**src/rtl/i2cbm_pkg.sv**
```systemverilog
`timescale 1ns / 1ps
// ----------------------------------------------------------------------------
// I2C bit-level master package
// Shared command codes, field widths and reset values of the configuration
// registers.
// ----------------------------------------------------------------------------
package i2cbm_pkg;

    // Command codes carried in the action field
    localparam logic [2:0] ACT_START = 3'd0;
    localparam logic [2:0] ACT_STOP  = 3'd1;
    localparam logic [2:0] ACT_WRITE = 3'd2;
    localparam logic [2:0] ACT_WAIT  = 3'd3;
    localparam logic [2:0] ACT_READ  = 3'd4;

    // Configuration register indexes
    localparam logic CFG_DELAY_TICKS = 1'b0;
    localparam logic CFG_POLL_LIMIT  = 1'b1;

    // Configuration reset values
    localparam logic [15:0] DELAY_TICKS_RST = 16'd150;
    localparam logic [7:0]  POLL_LIMIT_RST  = 8'd100;

    // Field widths
    localparam int ACTION_W = 3;
    localparam int BYTE_W   = 8;
    localparam int DELAY_W  = 16;
    localparam int POLL_W   = 8;

    // Delay units per bus step
    localparam logic [2:0] UNITS_1 = 3'd1;
    localparam logic [2:0] UNITS_2 = 3'd2;
    localparam logic [2:0] UNITS_3 = 3'd3;
    localparam logic [2:0] UNITS_5 = 3'd5;

    // Bits per byte on the bus
    localparam logic [3:0] BITS_PER_BYTE = 4'd8;

endpackage

```
**src/rtl/i2c_bit_level_master.sv**
```systemverilog
`timescale 1ns / 1ps
// ----------------------------------------------------------------------------
// I2C bit-level master
// Each input transfer's result is registered. Throughput: one tick item per
// cycle unless a stalled result blocks the input; the next-state logic works
// from the sequencer state registers straight into the result register.
// Reset: synchronous, active low; sequencer idle, SCL and SDA released,
// delay_ticks 150, ack_poll_limit 100, no result pending.
// ----------------------------------------------------------------------------
module i2c_bit_level_master (
    input  logic                               aclk,
    input  logic                               aresetn,
    // configuration write port
    input  logic                               cfg_wr_en,
    input  logic                               cfg_index,
    input  logic [i2cbm_pkg::DELAY_W-1:0]      cfg_wr_data,
    // tick input channel
    input  logic                               s_valid,
    output logic                               s_ready,
    input  logic                               s_cmd_valid,
    input  logic [i2cbm_pkg::ACTION_W-1:0]     s_action,
    input  logic [i2cbm_pkg::BYTE_W-1:0]       s_write_data,
    input  logic                               s_send_ack,
    input  logic                               s_sda_in,
    // result channel
    output logic                               m_valid,
    input  logic                               m_ready,
    output logic                               m_scl_level,
    output logic                               m_sda_level,
    output logic                               m_ready_res,
    output logic                               m_cmd_done,
    output logic [i2cbm_pkg::BYTE_W-1:0]       m_read_data,
    output logic                               m_ack_failed
);

    typedef enum logic [4:0] {
        PH_IDLE, PH_S1, PH_S2, PH_P1, PH_P2, PH_P3, PH_A1, PH_A2, PH_APOLL,
        PH_WSET, PH_WHIGH, PH_WLOW, PH_WTAIL, PH_RLOW, PH_RHIGH, PH_KLOW, PH_KHIGH
    } phase_t;

    // configuration
    logic [i2cbm_pkg::DELAY_W-1:0] delay_ticks_reg;
    logic [i2cbm_pkg::POLL_W-1:0]  poll_limit_reg;

    // sequencer state
    phase_t                        phase_reg, phase_next;
    logic [2:0]                    cur_cmd_reg, cur_cmd_next;
    logic                          ack_choice_reg, ack_choice_next;
    logic [3:0]                    bit_cnt_reg, bit_cnt_next;
    logic [7:0]                    shift_reg, shift_next;
    logic [15:0]                   tick_cnt_reg, tick_cnt_next;
    logic [2:0]                    unit_cnt_reg, unit_cnt_next;
    logic [7:0]                    poll_cnt_reg, poll_cnt_next;
    logic                          scl_reg, scl_next;
    logic                          sda_reg, sda_next;
    logic [7:0]                    read_reg, read_next;
    logic                          fail_reg, fail_next;
    logic                          done_next;
    logic                          idle;

    // result register
    logic                          out_valid_reg;

    // helpers
    logic [15:0]                   delay_eff;
    logic [16:0]                   tick_inc;
    logic [2:0]                    unit_dec;
    logic                          do_adv;
    logic                          do_ack;
    logic                          take;

    assign idle      = (phase_reg == PH_IDLE);
    assign delay_eff = (delay_ticks_reg == '0) ? 16'd1 : delay_ticks_reg;
    assign tick_inc  = {1'b0, tick_cnt_reg} + 17'd1;
    assign unit_dec  = (unit_cnt_reg != 3'd0) ? unit_cnt_reg - 3'd1 : 3'd0;

    // accept a tick whenever the result register is free or being drained
    assign s_ready = aresetn && (!out_valid_reg || m_ready);
    assign take    = s_valid && s_ready;
    assign m_valid = out_valid_reg;

    // next sequencer state for one tick
    always_comb begin
        phase_next      = phase_reg;
        cur_cmd_next    = cur_cmd_reg;
        ack_choice_next = ack_choice_reg;
        bit_cnt_next    = bit_cnt_reg;
        shift_next      = shift_reg;
        tick_cnt_next   = tick_cnt_reg;
        unit_cnt_next   = unit_cnt_reg;
        poll_cnt_next   = poll_cnt_reg;
        scl_next        = scl_reg;
        sda_next        = sda_reg;
        read_next       = read_reg;
        fail_next       = fail_reg;
        done_next       = 1'b0;
        do_adv          = 1'b0;
        do_ack          = 1'b0;

        if (idle) begin
            // launch a new command
            if (s_cmd_valid && (s_action <= i2cbm_pkg::ACT_READ)) begin
                cur_cmd_next  = s_action;
                bit_cnt_next  = 4'd0;
                poll_cnt_next = 8'd0;
                tick_cnt_next = 16'd0;
                case (s_action)
                    i2cbm_pkg::ACT_START: begin
                        scl_next      = 1'b1;
                        sda_next      = 1'b1;
                        phase_next    = PH_S1;
                        unit_cnt_next = i2cbm_pkg::UNITS_5;
                    end
                    i2cbm_pkg::ACT_STOP: begin
                        scl_next      = 1'b0;
                        sda_next      = 1'b0;
                        phase_next    = PH_P1;
                        unit_cnt_next = i2cbm_pkg::UNITS_3;
                    end
                    i2cbm_pkg::ACT_WRITE: begin
                        shift_next    = s_write_data;
                        scl_next      = 1'b0;
                        sda_next      = s_write_data[7];
                        phase_next    = PH_WSET;
                        unit_cnt_next = i2cbm_pkg::UNITS_2;
                    end
                    i2cbm_pkg::ACT_WAIT: begin
                        sda_next      = 1'b1;
                        phase_next    = PH_A1;
                        unit_cnt_next = i2cbm_pkg::UNITS_1;
                    end
                    default: begin
                        ack_choice_next = s_send_ack;
                        shift_next      = 8'd0;
                        scl_next        = 1'b0;
                        sda_next        = 1'b1;
                        phase_next      = PH_RLOW;
                        unit_cnt_next   = i2cbm_pkg::UNITS_3;
                    end
                endcase
            end
        end else if (phase_reg == PH_APOLL) begin
            do_ack = 1'b1;
        end else begin
            // sample SDA one tick after SCL rises on a read bit
            if (phase_reg == PH_RHIGH && tick_cnt_reg == 16'd0 && unit_cnt_reg == 3'd1) begin
                shift_next = {shift_reg[6:0], s_sda_in};
            end
            // count ticks inside a delay unit
            if (tick_inc >= {1'b0, delay_eff}) begin
                tick_cnt_next = 16'd0;
                unit_cnt_next = unit_dec;
                do_adv        = (unit_dec == 3'd0);
            end else begin
                tick_cnt_next = tick_inc[15:0];
            end
        end

        // step to the next bus phase
        if (do_adv) begin
            case (phase_reg)
                PH_S1: begin
                    sda_next = 1'b0; phase_next = PH_S2; unit_cnt_next = i2cbm_pkg::UNITS_3;
                end
                PH_S2: begin
                    scl_next = 1'b0; phase_next = PH_IDLE; done_next = 1'b1;
                end
                PH_P1: begin
                    scl_next = 1'b1; phase_next = PH_P2; unit_cnt_next = i2cbm_pkg::UNITS_3;
                end
                PH_P2: begin
                    sda_next = 1'b1; phase_next = PH_P3; unit_cnt_next = i2cbm_pkg::UNITS_1;
                end
                PH_P3: begin
                    if (cur_cmd_reg == i2cbm_pkg::ACT_WAIT) begin
                        fail_next = 1'b1;
                    end
                    phase_next = PH_IDLE;
                    done_next  = 1'b1;
                end
                PH_A1: begin
                    scl_next = 1'b1; phase_next = PH_A2; unit_cnt_next = i2cbm_pkg::UNITS_1;
                end
                PH_A2: begin
                    do_ack = 1'b1;
                end
                PH_WSET: begin
                    scl_next = 1'b1; phase_next = PH_WHIGH; unit_cnt_next = i2cbm_pkg::UNITS_2;
                end
                PH_WHIGH: begin
                    scl_next = 1'b0; phase_next = PH_WLOW; unit_cnt_next = i2cbm_pkg::UNITS_1;
                end
                PH_WLOW: begin
                    bit_cnt_next = bit_cnt_reg + 4'd1;
                    if (bit_cnt_next < i2cbm_pkg::BITS_PER_BYTE) begin
                        shift_next    = {shift_reg[6:0], 1'b0};
                        sda_next      = shift_reg[6];
                        phase_next    = PH_WSET;
                        unit_cnt_next = i2cbm_pkg::UNITS_2;
                    end else begin
                        phase_next    = PH_WTAIL;
                        unit_cnt_next = i2cbm_pkg::UNITS_1;
                    end
                end
                PH_WTAIL: begin
                    phase_next = PH_IDLE; done_next = 1'b1;
                end
                PH_RLOW: begin
                    scl_next = 1'b1; phase_next = PH_RHIGH; unit_cnt_next = i2cbm_pkg::UNITS_1;
                end
                PH_RHIGH: begin
                    bit_cnt_next = bit_cnt_reg + 4'd1;
                    scl_next     = 1'b0;
                    if (bit_cnt_next < i2cbm_pkg::BITS_PER_BYTE) begin
                        phase_next    = PH_RLOW;
                        unit_cnt_next = i2cbm_pkg::UNITS_3;
                    end else begin
                        sda_next      = !ack_choice_reg;
                        phase_next    = PH_KLOW;
                        unit_cnt_next = i2cbm_pkg::UNITS_3;
                    end
                end
                PH_KLOW: begin
                    scl_next = 1'b1; phase_next = PH_KHIGH; unit_cnt_next = i2cbm_pkg::UNITS_3;
                end
                PH_KHIGH: begin
                    scl_next   = 1'b0;
                    read_next  = shift_reg;
                    phase_next = PH_IDLE;
                    done_next  = 1'b1;
                end
                default: begin
                    phase_next = PH_IDLE;
                end
            endcase
        end

        // decide on the acknowledge sample
        if (do_ack) begin
            if (!s_sda_in) begin
                scl_next   = 1'b0;
                fail_next  = 1'b0;
                phase_next = PH_IDLE;
                done_next  = 1'b1;
            end else if (poll_cnt_reg >= poll_limit_reg) begin
                scl_next      = 1'b0;
                sda_next      = 1'b0;
                phase_next    = PH_P1;
                unit_cnt_next = i2cbm_pkg::UNITS_3;
                tick_cnt_next = 16'd0;
            end else begin
                poll_cnt_next = poll_cnt_reg + 8'd1;
                phase_next    = PH_APOLL;
            end
        end
    end

    // hold configuration
    always_ff @(posedge aclk) begin
        if (!aresetn) begin
            delay_ticks_reg <= i2cbm_pkg::DELAY_TICKS_RST;
            poll_limit_reg  <= i2cbm_pkg::POLL_LIMIT_RST;
        end else if (cfg_wr_en) begin
            case (cfg_index)
                i2cbm_pkg::CFG_DELAY_TICKS: delay_ticks_reg <= cfg_wr_data;
                i2cbm_pkg::CFG_POLL_LIMIT:  poll_limit_reg  <= cfg_wr_data[7:0];
                default: ;
            endcase
        end
    end

    // advance state and register the result on each transfer
    always_ff @(posedge aclk) begin
        if (!aresetn) begin
            phase_reg      <= PH_IDLE;
            cur_cmd_reg    <= 3'd0;
            ack_choice_reg <= 1'b0;
            bit_cnt_reg    <= 4'd0;
            shift_reg      <= 8'd0;
            tick_cnt_reg   <= 16'd0;
            unit_cnt_reg   <= 3'd0;
            poll_cnt_reg   <= 8'd0;
            scl_reg        <= 1'b1;
            sda_reg        <= 1'b1;
            read_reg       <= 8'd0;
            fail_reg       <= 1'b0;
            out_valid_reg  <= 1'b0;
        end else begin
            if (take) begin
                phase_reg      <= phase_next;
                cur_cmd_reg    <= cur_cmd_next;
                ack_choice_reg <= ack_choice_next;
                bit_cnt_reg    <= bit_cnt_next;
                shift_reg      <= shift_next;
                tick_cnt_reg   <= tick_cnt_next;
                unit_cnt_reg   <= unit_cnt_next;
                poll_cnt_reg   <= poll_cnt_next;
                scl_reg        <= scl_next;
                sda_reg        <= sda_next;
                read_reg       <= read_next;
                fail_reg       <= fail_next;
                out_valid_reg  <= 1'b1;
            end else if (m_ready) begin
                out_valid_reg  <= 1'b0;
            end
        end
    end

    // result payload
    always_ff @(posedge aclk) begin
        if (take) begin
            m_scl_level  <= scl_next;
            m_sda_level  <= sda_next;
            m_ready_res  <= idle;
            m_cmd_done   <= done_next;
            m_read_data  <= read_next;
            m_ack_failed <= fail_next;
        end
    end

endmodule

```
**config.mk**
```make
export PLATFORM = sky130hd
export DESIGN_NAME = i2c_bit_level_master
export DESIGN_NICKNAME = d
export VERILOG_FILES = /design/src/rtl/i2cbm_pkg.sv /design/src/rtl/i2c_bit_level_master.sv
export SDC_FILE = /design/constraint.sdc
export NUM_CORES = 1
export LEC_CHECK = 0
export ABC_AREA = 1
export BUFFER_PORTS_ARGS = -buffer_cell sky130_fd_sc_hd__buf_2
export CAP_MARGIN = 20
export CELL_PAD_IN_SITES_DETAIL_PLACEMENT = 0
export CELL_PAD_IN_SITES_GLOBAL_PLACEMENT = 1
export CORE_MARGIN = 3
export CORE_UTILIZATION = 40
export CTS_CLUSTER_SIZE = 40
export DETAILED_ROUTE_END_ITERATION = 12
export PLACE_DENSITY = 0.83
export SYNTH_ARGS = -nofsm -noshare
export SYNTH_HDL_FRONTEND = slang
export SYNTH_SLANG_ARGS = --single-unit
```
**constraint.sdc**
```tcl
create_clock -name aclk -period 2.75 [get_ports aclk]
set_input_delay 0.275 -clock aclk [delete_from_list [all_inputs] [get_ports aclk]]
set_output_delay 0.275 -clock aclk [all_outputs]
set_load 0.005 [all_outputs]
```
==> results of run 1 <==
[layout make-up]
type | count | area [um^2] | share of cell area, %
sequential | 97 | 2080 | 26.2
timing repair inverter | 1 | 7.51 | 0.0944
tap | 184 | 230 | 2.90
clock inverter | 7 | 83.8 | 1.05
timing repair buffer | 122 | 953 | 12.0
inverter | 125 | 492 | 6.19
clock buffer | 9 | 225 | 2.83
multi-input combinational | 638 | 3880 | 48.8
[power groups by stage]
stage | clock network, mW | registers (mW) | logic [mW]
floorplan | 0 | 1.60 | 0.561
global placement | 0 | 1.61 | 0.810
detailed placement | 0 | 1.61 | 0.810
CTS | 1.38 | 1.58 | 0.852
global route | 1.43 | 1.60 | 1.06
finish | 1.35 | 1.59 | 0.951
[worst max-delay path by stage]
stage	to	cells after the start
after detailed placement	bit_cnt_reg[3]	19
after floorplan	m_read_data[0]	18
after CTS	tick_cnt_reg[0]	19
final	unit_cnt_reg[0]	21
after global placement	tick_cnt_reg[5]	19
after global routing	read_reg[4]	24
[cell families after synthesis]
group | count (synthesis) | synth area share, %
fa+ha+maj | 28 | 5.66
compound gates | 199 | 18.7
buf+inv | 155 | 10.2
simple gates | 392 | 29.3
flops | 97 | 33.5
xor+xnor | 19 | 2.69
[metal layers]
metal,track usage [%],wire [um]
met4,6.05,288
met1,29.1,8550
met2,32.9,7880
met5,0,0
met3,3.36,766
[per-stage QoR]
step	area, um^2	total power [mW]	util (%)	hold WS (ns)
final	7950	3.89	53.7	0.142
after global routing	7950	4.09	53.7	0.169
after CTS	7480	3.81	50.5	0.131
after detailed placement	7010	2.42	47.3	0.448
after global placement	7010	2.42	47.3	0.438
after floorplan	6220	2.16	-	0.392
[placed cells by master, fill, tap and decap left out, types with 7 or more instances in the layout]
master	netlist	layout
a22oi_1	9	9
nand2_4	2	12
nor2_4	5	10
buf_2	4	50
nand3_1	60	47
ha_1	28	26
nand3b_1	9	9
nand3_2	1	13
dfxtp_1	84	81
xor2_1	19	17
nand4_1	15	15
a21oi_2	0	9
edfxtp_1	13	13
o21ai_1	17	30
nor2_2	6	7
nor2_1	59	53
a21oi_1	52	43
inv_1	115	112
clkbuf_16	0	11
o21ai_0	76	59
nand2_1	193	179
buf_4	4	52
nor4_1	8	8
nand2_2	13	17
inv_2	9	8
buf_6	2	10
nor3_1	17	15
o211ai_1	11	11
[repair_timing]
| item | in CTS | in global routing |
|---|---|---|
| hold endpoints to repair | 0 | 0 |
| gates cloned | 1 | 3 |
| pin swaps | 9 | 45 |
| endpoints found under the setup margin | 67 | 67 |
| resized for setup | 38 | 90 |
| buffers inserted | 4 | 8 |
[critical path, stage by stage (launching register included)]
cell,delay [ns]
dfxtp_4,0.38
ha_4,0.15
nand2_4,0.05
nor2_4,0.13
nand2_4,0.08
nor2_4,0.14
nand3_2,0.11
xor2_2,0.17
ha_1,0.32
a21o_1,0.18
a21oi_2,0.11
nand2_1,0.07
nor2_2,0.12
nand3_4,0.13
nand3_2,0.10
nand2_4,0.09
a21oi_4,0.19
buf_12,0.14
buf_6,0.10
nand3_2,0.06
nand2_1,0.07
inv_1,0.04
==> reports/qor.yml, run 1 <==
placement:
  dpl.hpwl_um: 12500
  io_buffer_count: 50
  place_ws_ns: -0.224
  gp_congestion: 0.942
  dp_cells: 1151
cells_and_area:
  syn2layout_area_growth_pct: 28.5
  final_cells: 1183
  layout.nets: 1058
  num-fill-cells: 1453
  n_antenna_cell: 0
  layout-drive-gt1-share_pct: 25.5
setup_path:
  cp.arrival_ns: 3.27
  r2r_slack_ns: -0.26
  crit_type: "flop to flop"
  crit_start: "tick_cnt_reg[0]"
  r2r-start: "tick_cnt_reg[0]"
  end_kind: "flop"
  required_ns: 3.01
  r2r_end: "unit_cnt_reg[0]"
  r2r_cells: 21
  crit_fanout: 5
  start_kind: "flop"
power:
  pwr_density_cell_nw_per_um2: 489
  p_leak_nw: 3.65
  p_sw_mw: 1.28
  p_comb_share_pct: 24.5
  clkPwrFrac_pct: 34.7
  max-vdd-ir-drop_uv: 304
  p_int_mw: 2.61
  netSwitchingFraction_pct: 32.9
  power_frac_seq_pct: 40.8
outcome:
  status: "finished, violations left"
  violations: "setup timing"
logic_synthesis:
  yosys_register_bits: 97
  postSynthCellCount: 890
  syn_avg_cell_area_um2: 6.95
  yosys_most_used_dff: "dfxtp_1"
  synth_commonest_cells: "nand2_1 (193), inv_1 (115), dfxtp_1 (84)"
  synth_most_common_cell: "nand2_1"
  yosys.area.top_type: "dfxtp_1"
  synth.cell_area_um2: 6190
  async_flop_share_pct: 0
  yosys-top-cells-area: "dfxtp_1 (27%), nand2_1 (12%), inv_1 (7.0%), edfxtp_1 (6.3%), o21ai_0 (6.1%)"
  synth_nets: 954
  ys_warn_count: 0
  synth_cell_types: 46
  synth_top_area_share_pct: 27.2
  synth-edff-count: 13
  synth_seq_area_share_pct: 33.5
global_route:
  grt_pass1_vias: 5738
  antenna_found_initial: 0
  grt_overflow: 0
  grtUsageTotal_pct: 20.7
  grt_max_degree: 43
  grt_pass1_wl_um: 28300
route:
  viasPerCell: 5.18
  num_vias: 6130
  wl_per_cell_um: 14.8
  ant_nets: 0
  drt_iter0_drc: 455
  drcViolationCount: 0
  totalWireLength_um: 17500
  drt_pass1_iterations: 5
floorplan:
  die_x_um: 130
  dieHeight_um: 130
  core_um2: 14800
  initial_utilization_pct: 41.8
  rows: 44
  ios: 51
  dieArea_um2: 17000
clock_tree:
  clock_path_buffers: 2
  cts_tree: "done"
  root_buffer: "clkbuf_16"
  h-tree-depth: 3
  clock-sinks: 97
  cts-buffers-inserted: 9
  clk_pin_slew_ns: 0.08
  insertion_delay_ns: 0.35
  cts-hold-fix-buffers: 0
timing:
  maxSlewHeadroom_pct: 58.1
  worst_pin_slew_ns: 0.627
  rsz0062_at_grt: "yes"
  layout_setup_ws_ns: -0.263
  finClkSkew_ns: 0.00912
  tns_ns: -13.10
  finalSetupViolCount: 67
  final.period_utilization_pct: 110
  slew_viol_final: 0
  min_period_ns: 3.01
  clock.fmax_ghz: 0.332
  hold_violations: 0
flow_run:
  drv_cap: 0
worst_hold_path:
  holdPathStages: 3
  hp-start: "s_valid"
  hold_path.class: "primary input to flop"
  holdPathEnd: "m_valid"
No activity file was read; power rests on OpenSTA's default activity.
==> run 2, diff against run 1 <==
--- a/config.mk
+++ b/config.mk
@@ -10,6 +10,7 @@
 export CAP_MARGIN = 20
 export CELL_PAD_IN_SITES_DETAIL_PLACEMENT = 0
 export CELL_PAD_IN_SITES_GLOBAL_PLACEMENT = 1
+export CORE_ASPECT_RATIO = 0.5
 export CORE_MARGIN = 3
 export CORE_UTILIZATION = 40
 export CTS_CLUSTER_SIZE = 40
==> constraint.sdc (replaced) <==
create_clock -name aclk -period 2.7 [get_ports aclk]
set_input_delay 0.27 -clock aclk [delete_from_list [all_inputs] [get_ports aclk]]
set_output_delay 0.27 -clock aclk [all_outputs]
set_load 0.005 [all_outputs]
==> run 2 against run 1 <==
  * The flow still finishes with violations (setup timing)
  * Utilization fell by 0.78 points
  * Cell area fell by 1.7%
  * Sequential power barely moved
  * Count of clock-buffer cells in the layout did not move
  * Register-to-register slack got worse by 0.12 ns
  * Die area rose by 0.54%
  * Maximum frequency fell by 2.3%
  * Critical endpoint is now tick_cnt_reg[7]
  * Highest routed layer unchanged
==> reports/qor.yml, run 2 (synthesis gave the netlist of run 1 again) <==
clock_tree:
  cts-buffers-inserted: 9  # unchanged
  clk_pin_slew_ns: 0.08  # about the same
  root_buffer: "clkbuf_16"  # unchanged
  cts_tree: "done"  # unchanged
  cts-hold-fix-buffers: 0  # unchanged
  clock_path_buffers: 2  # unchanged
  clock-sinks: 97  # unchanged
  h-tree-depth: 3  # unchanged
  insertion_delay_ns: 0.35  # about the same
floorplan:
  initial_utilization_pct: 41.9  # was 41.8%
  ios: 51  # unchanged
  dieArea_um2: 17100  # was 17000 um^2
  die_x_um: 182  # was 130 um
  rows: 31  # was 44
  dieHeight_um: 93.9  # was 130 um
  core_um2: 14800  # about the same
cells_and_area:
  layout-drive-gt1-share_pct: 25.0  # was 25.5%
  mostFrequentLayoutCells: "nand2_1 (179), inv_1 (111), dfxtp_1 (80)"  # was nand2_1 (179), inv_1 (112), dfxtp_1 (81)
  seq_area_um2: 2080  # about the same
  n_antenna_cell: 0  # unchanged
  layout.nets: 1061  # was 1058
  multi_input_area_um2: 3780  # was 3880 um^2
  final_common_cell: "nand2_1"  # unchanged
  syn2layout_area_growth_pct: 26.4  # was 28.5%
  num-fill-cells: 1447  # was 1453
global_route:
  grtUsageTotal_pct: 20.9  # was 20.7%
  grt_pass1_wl_um: 29000  # was 28300 um
  grt_pass1_vias: 5778  # was 5738
  antenna_found_initial: 0  # unchanged
  grt_overflow: 0  # unchanged
  grt_max_degree: 43  # unchanged
placement:
  place_ws_ns: -0.368  # was -0.224 ns
  dpl.hpwl_um: 12800  # was 12500 um
  gp_congestion: 0.936  # was 0.942
  io_buffer_count: 50  # unchanged
power:
  power_frac_seq_pct: 42.0  # was 40.8%
  p_int_mw: 2.55  # was 2.61 mW
  netSwitchingFraction_pct: 33.8  # was 32.9%
  p_leak_nw: 3.53  # was 3.65 nW
  clkPwrFrac_pct: 33.4  # was 34.7%
  pwr_density_cell_nw_per_um2: 492  # was 489 nW/um^2
  max-vdd-ir-drop_uv: 354  # was 304 uV
  p_total_mw: 3.85  # was 3.89 mW
  p_sw_mw: 1.30  # was 1.28 mW
  p_comb_share_pct: 24.6  # was 24.5%
timing:
  finalSetupViolCount: 67  # unchanged
  final.period_utilization_pct: 114  # was 110%
  slew_viol_final: 0  # unchanged
  worst_pin_slew_ns: 0.795  # was 0.627 ns
  clock.fmax_ghz: 0.324  # was 0.332 GHz
  finClkSkew_ns: 0.00892  # was 0.00912 ns
  hold_violations: 0  # unchanged
  layout_setup_ws_ns: -0.385  # was -0.263 ns
  rsz0062_at_grt: "yes"  # unchanged
  maxSlewHeadroom_pct: 46.9  # was 58.1%
  min_period_ns: 3.08  # was 3.01 ns
setup_path:
  crit_fanout: 6  # was 5
  worst_path_dominant_cell_family: "simple AND/OR/NAND/NOR gates"  # unchanged
  path_common_cell: "nor2_4"
  crit_type: "flop to flop"  # unchanged
  cp_slowest_stage_delay_ns: 0.34  # was 0.38 ns
  crit_path_top_delay_cell: "ha_1"  # was dfxtp_4
  cp_cell_sequence: "inv_2 > buf_4 > nor2_4 > nand2_4 > nor2_4 > nand3_2 > xor2_2 > ha_1 > a21o_1 > a21oi_1 > nand2_1 > nor2_2 > nand3_4 > buf_6 > nor2_4 > buf_12 > buf_8 > buf_6 > nand3_1 > o31ai_1 > nand2_1 > o21ai_1"  # was ha_4 > nand2_4 > nor2_4 > nand2_4 > nor2_4 > nand3_2 > xor2_2 > ha_1 > a21o_1 > a21oi_2 > nand2_1 > nor2_2 > nand3_4 > nand3_2 > nand2_4 > a21oi_4 > buf_12 > buf_6 > nand3_2 > nand2_1 > inv_1
  critPathBufInv: 6  # was 3
  required_ns: 2.99  # was 3.01 ns
  end_kind: "flop"  # unchanged
  cp.arrival_ns: 3.37  # was 3.27 ns
  start_kind: "flop"  # unchanged
route:
  drt_iter0_drc: 414  # was 455
  drt_pass1_iterations: 5  # unchanged
  num_vias: 6281  # was 6130
  totalWireLength_um: 18000  # was 17500 um
  viasPerCell: 5.23  # was 5.18
  wl_per_cell_um: 15.0  # was 14.8 um
  drcViolationCount: 0  # unchanged
  ant_nets: 0  # unchanged
outcome:
  violations: "setup timing"  # unchanged
  status: "finished, violations left"  # unchanged
flow_run:
  drv_cap: 0  # unchanged
worst_hold_path:
  hold_path.class: "primary input to flop"  # unchanged
-- run 2: changes by cell type in the layout (fill, tap and decap cells not counted), moves of 4 or more --
cell	change
o21ai_4	-6
nand2_2	+5
o31ai_1	+4
nand3_1	+6
nand3_2	-5
nand2_4	-5
o31ai_2	-4
o21ai_2	+6
buf_4	+5
-- run 2: power groups by stage --
stage	logic, mW	clock network, mW	registers [mW]
CTS	0.859	1.31	1.61
global route	1.06	1.37	1.63
floorplan	0.572	0	1.63
detailed placement	0.830	0	1.65
global placement	0.822	0	1.64
finish	0.948	1.29	1.62
-- run 2: what timing repair did --
item,in CTS,in global routing
gates resized for setup,36,72
buffers inserted,5,8
cloned,0,1
pin swaps,6,22
setup endpoints to repair,67,67
-- run 2: path summary, 6_finish.rpt --
| check | start | end | slack, ns | depth (start not counted) |
|---|---|---|---|---|
| worst max-delay path | tick_cnt_reg[3] | tick_cnt_reg[7] | -0.38 | 22 |
| worst min-delay path | s_valid | m_valid | 0.15 | 3 |
| worst max register to register | tick_cnt_reg[3] | tick_cnt_reg[7] | -0.38 | 22 |
| worst min register to register | fail_reg | fail_reg | 0.46 | 2 |
-- run 2: layout make-up --
cell class / count / area share [%]
repair buffers: 126 / 12.0
multi-input cells: 638 / 48.3
well taps: 198 / 3.17
inverters: 125 / 6.18
clock inverters: 7 / 0.784
flip-flops and latches: 97 / 26.6
clock buffers: 9 / 2.88
-- run 2: worst min-delay path, delay by kind of cell --
family / cells / cell delay [ns]
buffers and inverters: 1 / 0.09
AOI/OAI and AO/OA: 1 / 0.03
and+or+nand+nor: 1 / 0.07
-- run 2: metrics by stage --
stage	utilization [%]	hold WS [ns]	cells	cell area (um^2)	TNS, ns
2_1_floorplan	-	0.387	890	6230	-1.28
3_3_place_gp	47.8	0.439	1170	7070	-16.60
3_5_place_dp	47.8	0.444	1170	7070	-19.53
4_1_cts	50.7	0.142	1191	7490	-15.97
5_1_grt	52.9	0.156	1200	7820	-31.09
6_report	52.9	0.146	1200	7820	-17.60
-- run 2: metal layers --
layer | up-vias | GRT usage (%) | wire length (um)
met3 | 26 | 3.75 | 973
met1 | 2910 | 29.9 | 8950
met4 | 0 | 5.70 | 349
li1 | 3181 | - | -
met2 | 164 | 32.4 | 7720
met5 | - | 0 | 0
